===== src/design/gld_pkg.sv =====
`timescale 1ns / 1ps
// ----------------------------------------------------------------------------
// gld_pkg
// shared types and constants of the gif lzw decoder
// ----------------------------------------------------------------------------
package gld_pkg;

  localparam int unsigned TableDepth  = 4096;
  localparam int unsigned MaxCodeBits = 12;
  localparam int unsigned AddrW       = 12;

  typedef enum logic [1:0] {
    OP_BEGIN = 2'd0,
    OP_PUSH  = 2'd1,
    OP_PULL  = 2'd2,
    OP_NONE  = 2'd3
  } op_e;

  typedef enum logic [2:0] {
    ST_PIXEL  = 3'd0,
    ST_ACCEPT = 3'd1,
    ST_NEED   = 3'd2,
    ST_DONE   = 3'd3,
    ST_ERROR  = 3'd4,
    ST_DROP   = 3'd5
  } status_e;

  typedef enum logic [1:0] {
    FIN_RUN  = 2'd0,
    FIN_DONE = 2'd1,
    FIN_ERR  = 2'd2
  } fin_e;

  typedef enum logic [2:0] {
    S_IDLE,
    S_FETCH,
    S_WALK,
    S_WALK_D,
    S_POP_RD,
    S_POP,
    S_EMIT
  } back_state_e;

  typedef struct packed {
    op_e        op;
    logic [7:0] data;
  } item_t;

  typedef struct packed {
    logic [3:0]  min_code_size;
    logic [31:0] pixel_count;
  } cfg_t;

endpackage


===== src/design/gld_front.sv =====
`timescale 1ns / 1ps
// ----------------------------------------------------------------------------
// gld_front
// accepts input beats, decodes the function code and queues them (2 deep)
// ----------------------------------------------------------------------------
module gld_front (
  input  logic                clk_i,
  input  logic                rst_ni,
  input  logic                in_valid_i,
  output logic                in_ready_o,
  input  logic [1:0]          func_i,
  input  logic [7:0]          data_byte_i,
  output logic                q_valid_o,
  input  logic                q_ready_i,
  output gld_pkg::item_t      q_item_o
);

  gld_pkg::item_t mem_q [2];
  logic           wr_ptr_q, wr_ptr_d;
  logic           rd_ptr_q, rd_ptr_d;
  logic [1:0]     count_q, count_d;
  logic           push, pop;
  gld_pkg::item_t item;

  always_comb begin
    unique case (func_i)
      gld_pkg::OP_BEGIN: item.op = gld_pkg::OP_BEGIN;
      gld_pkg::OP_PUSH:  item.op = gld_pkg::OP_PUSH;
      gld_pkg::OP_PULL:  item.op = gld_pkg::OP_PULL;
      default:           item.op = gld_pkg::OP_NONE;
    endcase
    item.data = data_byte_i;
  end

  assign in_ready_o = (count_q != 2'd2);
  assign q_valid_o  = (count_q != 2'd0);
  assign q_item_o   = mem_q[rd_ptr_q];
  assign push       = in_valid_i && in_ready_o;
  assign pop        = q_valid_o && q_ready_i;

  always_comb begin
    wr_ptr_d = push ? ~wr_ptr_q : wr_ptr_q;
    rd_ptr_d = pop ? ~rd_ptr_q : rd_ptr_q;
    count_d  = count_q + {1'b0, push} - {1'b0, pop};
  end

  always_ff @(posedge clk_i or negedge rst_ni) begin
    if (!rst_ni) begin
      wr_ptr_q <= 1'b0;
      rd_ptr_q <= 1'b0;
      count_q  <= 2'd0;
    end else begin
      wr_ptr_q <= wr_ptr_d;
      rd_ptr_q <= rd_ptr_d;
      count_q  <= count_d;
    end
  end

  always_ff @(posedge clk_i) begin
    if (push) begin
      mem_q[wr_ptr_q] <= item;
    end
  end

endmodule


===== config.mk =====
export PLATFORM = sky130hd
export DESIGN_NAME = gld_front
export DESIGN_NICKNAME = d
export VERILOG_FILES = /design/src/design/gld_pkg.sv /design/src/design/gld_front.sv
export SDC_FILE = /design/constraint.sdc
export NUM_CORES = 1
export LEC_CHECK = 0
export ABC_AREA = 1
export ABC_CLOCK_PERIOD_IN_PS = 1820
export BUFFER_PORTS_ARGS = -buffer_cell sky130_fd_sc_hd__buf_2
export CORE_UTILIZATION = 26
export CTS_CLUSTER_SIZE = 24
export DETAILED_ROUTE_END_ITERATION = 8
export HOLD_SLACK_MARGIN = 0.05
export SYNTH_ARGS = -nofsm -noshare
export SYNTH_HDL_FRONTEND = slang
export SYNTH_SLANG_ARGS = --single-unit

===== constraint.sdc =====
create_clock -name clk_i -period 1.82 [get_ports clk_i]
set_input_delay 0.364 -clock clk_i [delete_from_list [all_inputs] [get_ports clk_i]]
set_output_delay 0.364 -clock clk_i [all_outputs]
set_load 0.01 [all_outputs]

==> results of run 1 <==
-- state kept, by name, indices dropped and copies added (netlist names) --
register  flops
mem_q        20
rd_ptr_q      1
wr_ptr_q      1
count_q       2
-- worst min-delay path by stage --
| stage | end | slack [ns] | cells after the start |
|---|---|---|---|
| floorplan | count_q[0] | 0.07 | 0 |
| global placement | wr_ptr_q | 0.18 | 1 |
| detailed placement | wr_ptr_q | 0.18 | 1 |
| CTS | mem_q[0][9] | 0.28 | 1 |
| global route | mem_q[1][2] | 0.27 | 1 |
| finish | mem_q[0][9] | 0.28 | 1 |
-- logic make-up (layout without fill, tap and decap cells) --
family	Yosys count	in the layout	synth area share (%)
adders and majority gates	2	2	2.53
buffers and inverters	13	40	6.70
DFF	24	24	70.8
and+or+nand+nor	47	47	20.0
-- worst max-delay path: cells and delay by family, from the launching register on --
family,cells,cell delay (ns)
flops,1,0.51
simple gates,2,0.14
buf+inv,2,0.34
-- area by class of cell --
| type | count | area [um2] | area share, % |
|---|---|---|---|
| clock inverter | 1 | 30.0 | 2.44 |
| clock buffer | 3 | 41.3 | 3.35 |
| sequential | 24 | 702 | 57.0 |
| inverter | 9 | 33.8 | 2.74 |
| multi-input combinational | 49 | 223 | 18.1 |
| timing repair buffer | 27 | 143 | 11.6 |
| tap | 48 | 60.1 | 4.87 |
-- power by group --
group / switching [uW] / total [uW] / internal, uW
registers: 90.0 / 853 / 763
logic: 408 / 645 / 237
clock network: 165 / 459 / 294
total: 663 / 1960 / 1290
-- cell usage in the layout (no fill, tap or decap) --
cell type      synthesis  routed
nor2_1                 1       1
nand2_2                4       4
buf_2                  0      25
dfrtp_2                0       1
edfxtp_1              20      20
inv_1                  7       7
nand2_1               38      38
nand3_1                3       3
ha_1                   2       2
buf_4                  0       1
bufinv_16              0       1
nand2_4                1       1
dfrtp_1                4       3
clkbuf_8               1       3
inv_2                  2       2
dlygate4sd3_1          0       1
-- metal layers --
| metal | vias up | track usage, % | wire length [um] |
|---|---|---|---|
| met5 | - | 0 | 0 |
| met4 | 0 | 5.68 | 25 |
| met3 | 4 | 1.27 | 39 |
| met2 | 14 | 17.7 | 942 |
| met1 | 301 | 11.0 | 713 |
| li1 | 326 | - | - |
-- through the flow --
stage / hold slack, ns / std cells / total power [uW] / utilization [%]
finish: 0.282 / 161 / 1960 / 33.7
CTS: 0.280 / 161 / 1990 / 33.6
global placement: 0.179 / 156 / 1490 / 31.4
detailed placement: 0.177 / 156 / 1520 / 31.4
floorplan: 0.0684 / 86 / 1300 / -
global route: 0.274 / 161 / 2110 / 33.7
-- what timing repair did --
item | CTS | global route
endpoints found under the setup margin | 0 | 10
hold buffers | 1 | 0
hold endpoints to repair | 4 | 0
resized for setup | 0 | 1
setup buffers | 0 | 0
==> flow_summary.toml, run 1 <==
[outcome]
outcome = "complete, no violations"

[placement]
io_buffer_count = 25
gp_congestion = 0.695
post_dp_cell_area_mm2 = 0.00115
preCtsSetupSlack_ns = 0.335
dp_hpwl_um = 1260

[logic_synthesis]
syn_inst = 86
yosysWarnings = 0
async_flop_share_pct = 16.7
synthTopCellsByCount = "nand2_1 (38), edfxtp_1 (20), inv_1 (7)"
synth-edff-count = 20
synth_area_leaders = "edfxtp_1 (61%), nand2_1 (14%), dfrtp_1 (10%)"
synth_cell_types = 13
syn_area_um2 = 990
ys_seq_area_share_pct = 70.8
yosysMostFrequentCell = "nand2_1"
synth_area_per_cell_um2 = 11.5
ys_ff_latch = 24
synth.largest_area_cell = "edfxtp_1"
syn_nets = 102
synthFlopType = "edfxtp_1"
synth_top_area_share_pct = 60.7

[sta]
fmax_mhz = 621
setup_slack_ns = 0.209
finalSetupViolCount = 0
final_max_slew_viol_count = 0
min_period_ns = 1.61
rsz0062_at_grt = "no"
fin_tns_setup_ns = 0
worstMarginPinSlew_ns = 0.411
hold_viol_final = 0
finClkSkew_ns = 0.00528
period_share_pct = 88.5
slew_headroom_pct = 72.6

[final_layout]
layout-drive-gt1-share_pct = 33.6
final_area_mm2 = 0.00123
nNetsFinal = 130
diodes = 0
fill_cells = 377
area_delta_synth_final_pct = 24.5

[run]
maxCapViolCount = 0

[cts]
cts-buffers-inserted = 3
clkSinkCount = 24
tritoncts = "built"
clockBufferDepth = 2
clkLatencyLatePin_ns = 0.26
cts.htree.levels = 1
clk_pin_slew_ns = 0.08
root_buffer = "clkbuf_8"

[worst_setup_path]
r2r_end = "count_q[1]"
arrival_ns = 1.25
timing.rr.start = "count_q[1]"
cp-startpoint = "rd_ptr_q"
criticalPathCategory = "register to output pin"
path_max_fanout = 12
path_common_cell = "nand2_1"
r2r_slack_ns = 0.39
rr_worst_depth = 10
crit_path_top_delay_cell = "dfrtp_2"
max_stage_delay_ns = 0.51
path_cells = "inv_2, nand2_1, nand2_1, buf_2"
startpoint_type = "register"
crit_path_end_kind = "output pin"
critPathCapture = "q_item_o[9]"
required_ns = 1.46

[drt]
vias = 645
drc_errors = 0
drt_first_pass_iters = 4
first_iter_violations = 13
post_drt_wl_per_cell_um = 10.7
wl_um = 1720
viasPerCell = 4.01
antenna_left = 0

[grt]
gr-total-overflow = 0
grt_pass1_wl_um = 2980
grt_max_degree = 15
antenna_found_initial = 0
grt.total_usage_pct = 9.83
grt_pass1_vias = 684

[power]
max-vdd-ir-drop_v = 0.000423
power_density_mw_per_mm2 = 1590
p_leak_uw = 0.000573

[floorplan]
initial_utilization_pct = 27.0
io_pins = 26
die_w_um = 63.7
coreArea_mm2 = 0.00366
dieArea_mm2 = 0.00406
die_h_um = 63.7
num_rows = 22

[hold_path]
hold_path_class = "input port to register"
hold_start = "func_i[1]"
Note: power is estimated with default switching activity, not from simulation.
==> run 2: changes to the inputs <==
CORE_UTILIZATION = 50   (was 26)
PLACE_DENSITY = 0.76   (was default)
==> run 2 against run 1 <==
Via count is 5.3% higher. Count of clock-buffer cells in the layout is 1 higher. Clock power is 51% lower. Setup slack worse by 0.033 ns. Register-to-register slack better by 0.02 ns. Global-route usage is 8.7 points higher. Critical path depth stayed put. Clock skew hardly changed. Sequential power hardly changed. Critical endpoint is now q_item_o[0]. Largest power group unchanged.
==> flow_summary.toml, run 2 (synthesis results as in run 1) <==
[cts]
tritoncts = "built"
cts.htree.levels = 1
clkSinkCount = 24
cts-buffers-inserted = 3
clkLatencyLatePin_ns = 0.30
postCtsSetupBuffers = 0
clk_pin_slew_ns = 0.12
clockBufferDepth = 2
root_buffer = "clkbuf_4"

[final_layout]
layout-drive-gt1-share_pct = 32.7
final_cell_mix = "nand2_1 (38), buf_2 (25), edfxtp_1 (20)"
largestRegisters = "mem_q: 20 flops, count_q: 2 flops"
largest_reg_flops = 20
final_common_cell = "nand2_1"
fill_cells = 148
area_delta_synth_final_pct = 17.1
diodes = 0
nNetsFinal = 130
top_register = "mem_q"

[floorplan]
dieArea_mm2 = 0.00216
initial_utilization_pct = 55.5
die_h_um = 46.5
die_w_um = 46.5
io_pins = 26
coreArea_mm2 = 0.00178
num_rows = 15

[worst_setup_path]
r2r_end = "count_q[1]"
crit_path_top_delay_cell = "dfrtp_2"
max_stage_delay_ns = 0.51
crit_path_end_kind = "output pin"
path_cells = "inv_2, nand2_1, nand2_1, buf_2"
timing.rr.start = "count_q[1]"
rr_worst_depth = 10
path_max_fanout = 12
required_ns = 1.46
path_common_cell = "nand2_1"
r2r_slack_ns = 0.41
criticalPathCategory = "register to output pin"
startpoint_type = "register"
arrival_ns = 1.28

[grt]
grt_pass1_wl_um = 2590
grt.total_usage_pct = 18.6
grt_busiest_layer = "met2"
met1_usage_pct = 20.7
grtUsageMet2_pct = 32.5
met3_usage_pct = 3.53
gr-total-overflow = 0
antenna_found_initial = 0
grt_pass1_vias = 644
grt_max_degree = 14

[sta]
rsz0062_at_grt = "no"
final_max_slew_viol_count = 0
setup_slack_ns = 0.177
fin_tns_setup_ns = 0
finalSetupViolCount = 0
worstMarginPinSlew_ns = 0.412
min_period_ns = 1.64
fmax_mhz = 609
finClkSkew_ns = 0.00541
hold_viol_final = 0
slew_headroom_pct = 72.5
period_share_pct = 90.3

[power]
p_int_uw = 1090
p_leak_uw = 0.000553
swShare_pct = 36.9
clock_power_share_pct = 13.1
power_density_mw_per_mm2 = 1490
combinationalPowerShare_pct = 37.3
seqPwrFrac_pct = 49.6
p_sw_uw = 636
max-vdd-ir-drop_v = 0.000824

[hold_path]
min_path_cells = 1
worstHoldEndpoint = "mem_q[1][6]"
hold_start = "data_byte_i[6]"
hold_path_class = "input port to register"

[drt]
wl_um = 1640
viasPerCell = 4.92
vias = 679
post_drt_wl_per_cell_um = 11.9
antenna_left = 0
drt_first_pass_iters = 4
first_iter_violations = 20
drc_errors = 0

[placement]
dp_hpwl_um = 1210
io_buffer_count = 25
preCtsSetupSlack_ns = 0.393
gp_congestion = 0.769

[outcome]
outcome = "complete, no violations"

[run]
maxCapViolCount = 0
==> run 2: cell types whose count changed in the layout (fill, tap and decap cells not counted) <==
cell       change
clkbuf_4       +3
clkbuf_8       -3
bufinv_16      -1
clkbuf_1       +1
==> run 2: timing repair <==
action                                  4_1_cts  5_1_grt
endpoints found under the hold margin         4        0
gates resized for setup                       0        1
endpoints found under the setup margin        0       10
hold buffers                                  1        0
==> run 2: power groups by stage <==
stage,Sequential (uW),Combinational (uW),Clock (uW)
2_1_floorplan,820,485,0
4_1_cts,854,656,231
5_1_grt,869,752,250
6_report,854,642,226
3_3_place_gp,858,625,0
3_5_place_dp,865,655,0
==> run 2: final cells by class <==
cell class	count	area, um2	share of cell area [%]
inverters	9	33.8	2.92
repair buffers	27	143	12.3
well taps	25	31.3	2.70
clock buffers	4	26.3	2.27
multi-input cells	49	223	19.2
flip-flops and latches	24	702	60.6
==> run 2: per-layer routing <==
layer  routed length (um)  share of wire [%]
met5                    0                  0
met4                   36                2.2
met3                   75                4.6
met2                  859                 53
met1                  665                 41
==> run 2: how the worst max path moves through the flow <==
stage               start           to  cells past startpoint
2_1_floorplan  count_q[1]  mem_q[1][0]                      3
3_3_place_gp     rd_ptr_q  q_item_o[0]                      4
3_5_place_dp     rd_ptr_q  q_item_o[5]                      4
4_1_cts          rd_ptr_q  q_item_o[5]                      4
5_1_grt          rd_ptr_q  q_item_o[3]                      4
6_report         rd_ptr_q  q_item_o[0]                      4
==> run 2: metrics by stage <==
step,cell area (um2),hold WS (ns),std cells,utilization [%],total power [uW]
after CTS,1160,0.232,138,64.9,1740
after global placement,1120,0.177,133,62.9,1480
final,1160,0.239,138,65.0,1720
after global routing,1160,0.231,138,65.0,1870
after floorplan,990,0.0684,86,-,1300
after detailed placement,1120,0.176,133,62.9,1520
==> run 2: critical path: cells and delay by family, from the launching register on <==
| kind | cells | cell delay (ns) |
|---|---|---|
| and+or+nand+nor | 2 | 0.14 |
| DFF | 1 | 0.51 |
| buffers and inverters | 2 | 0.33 |
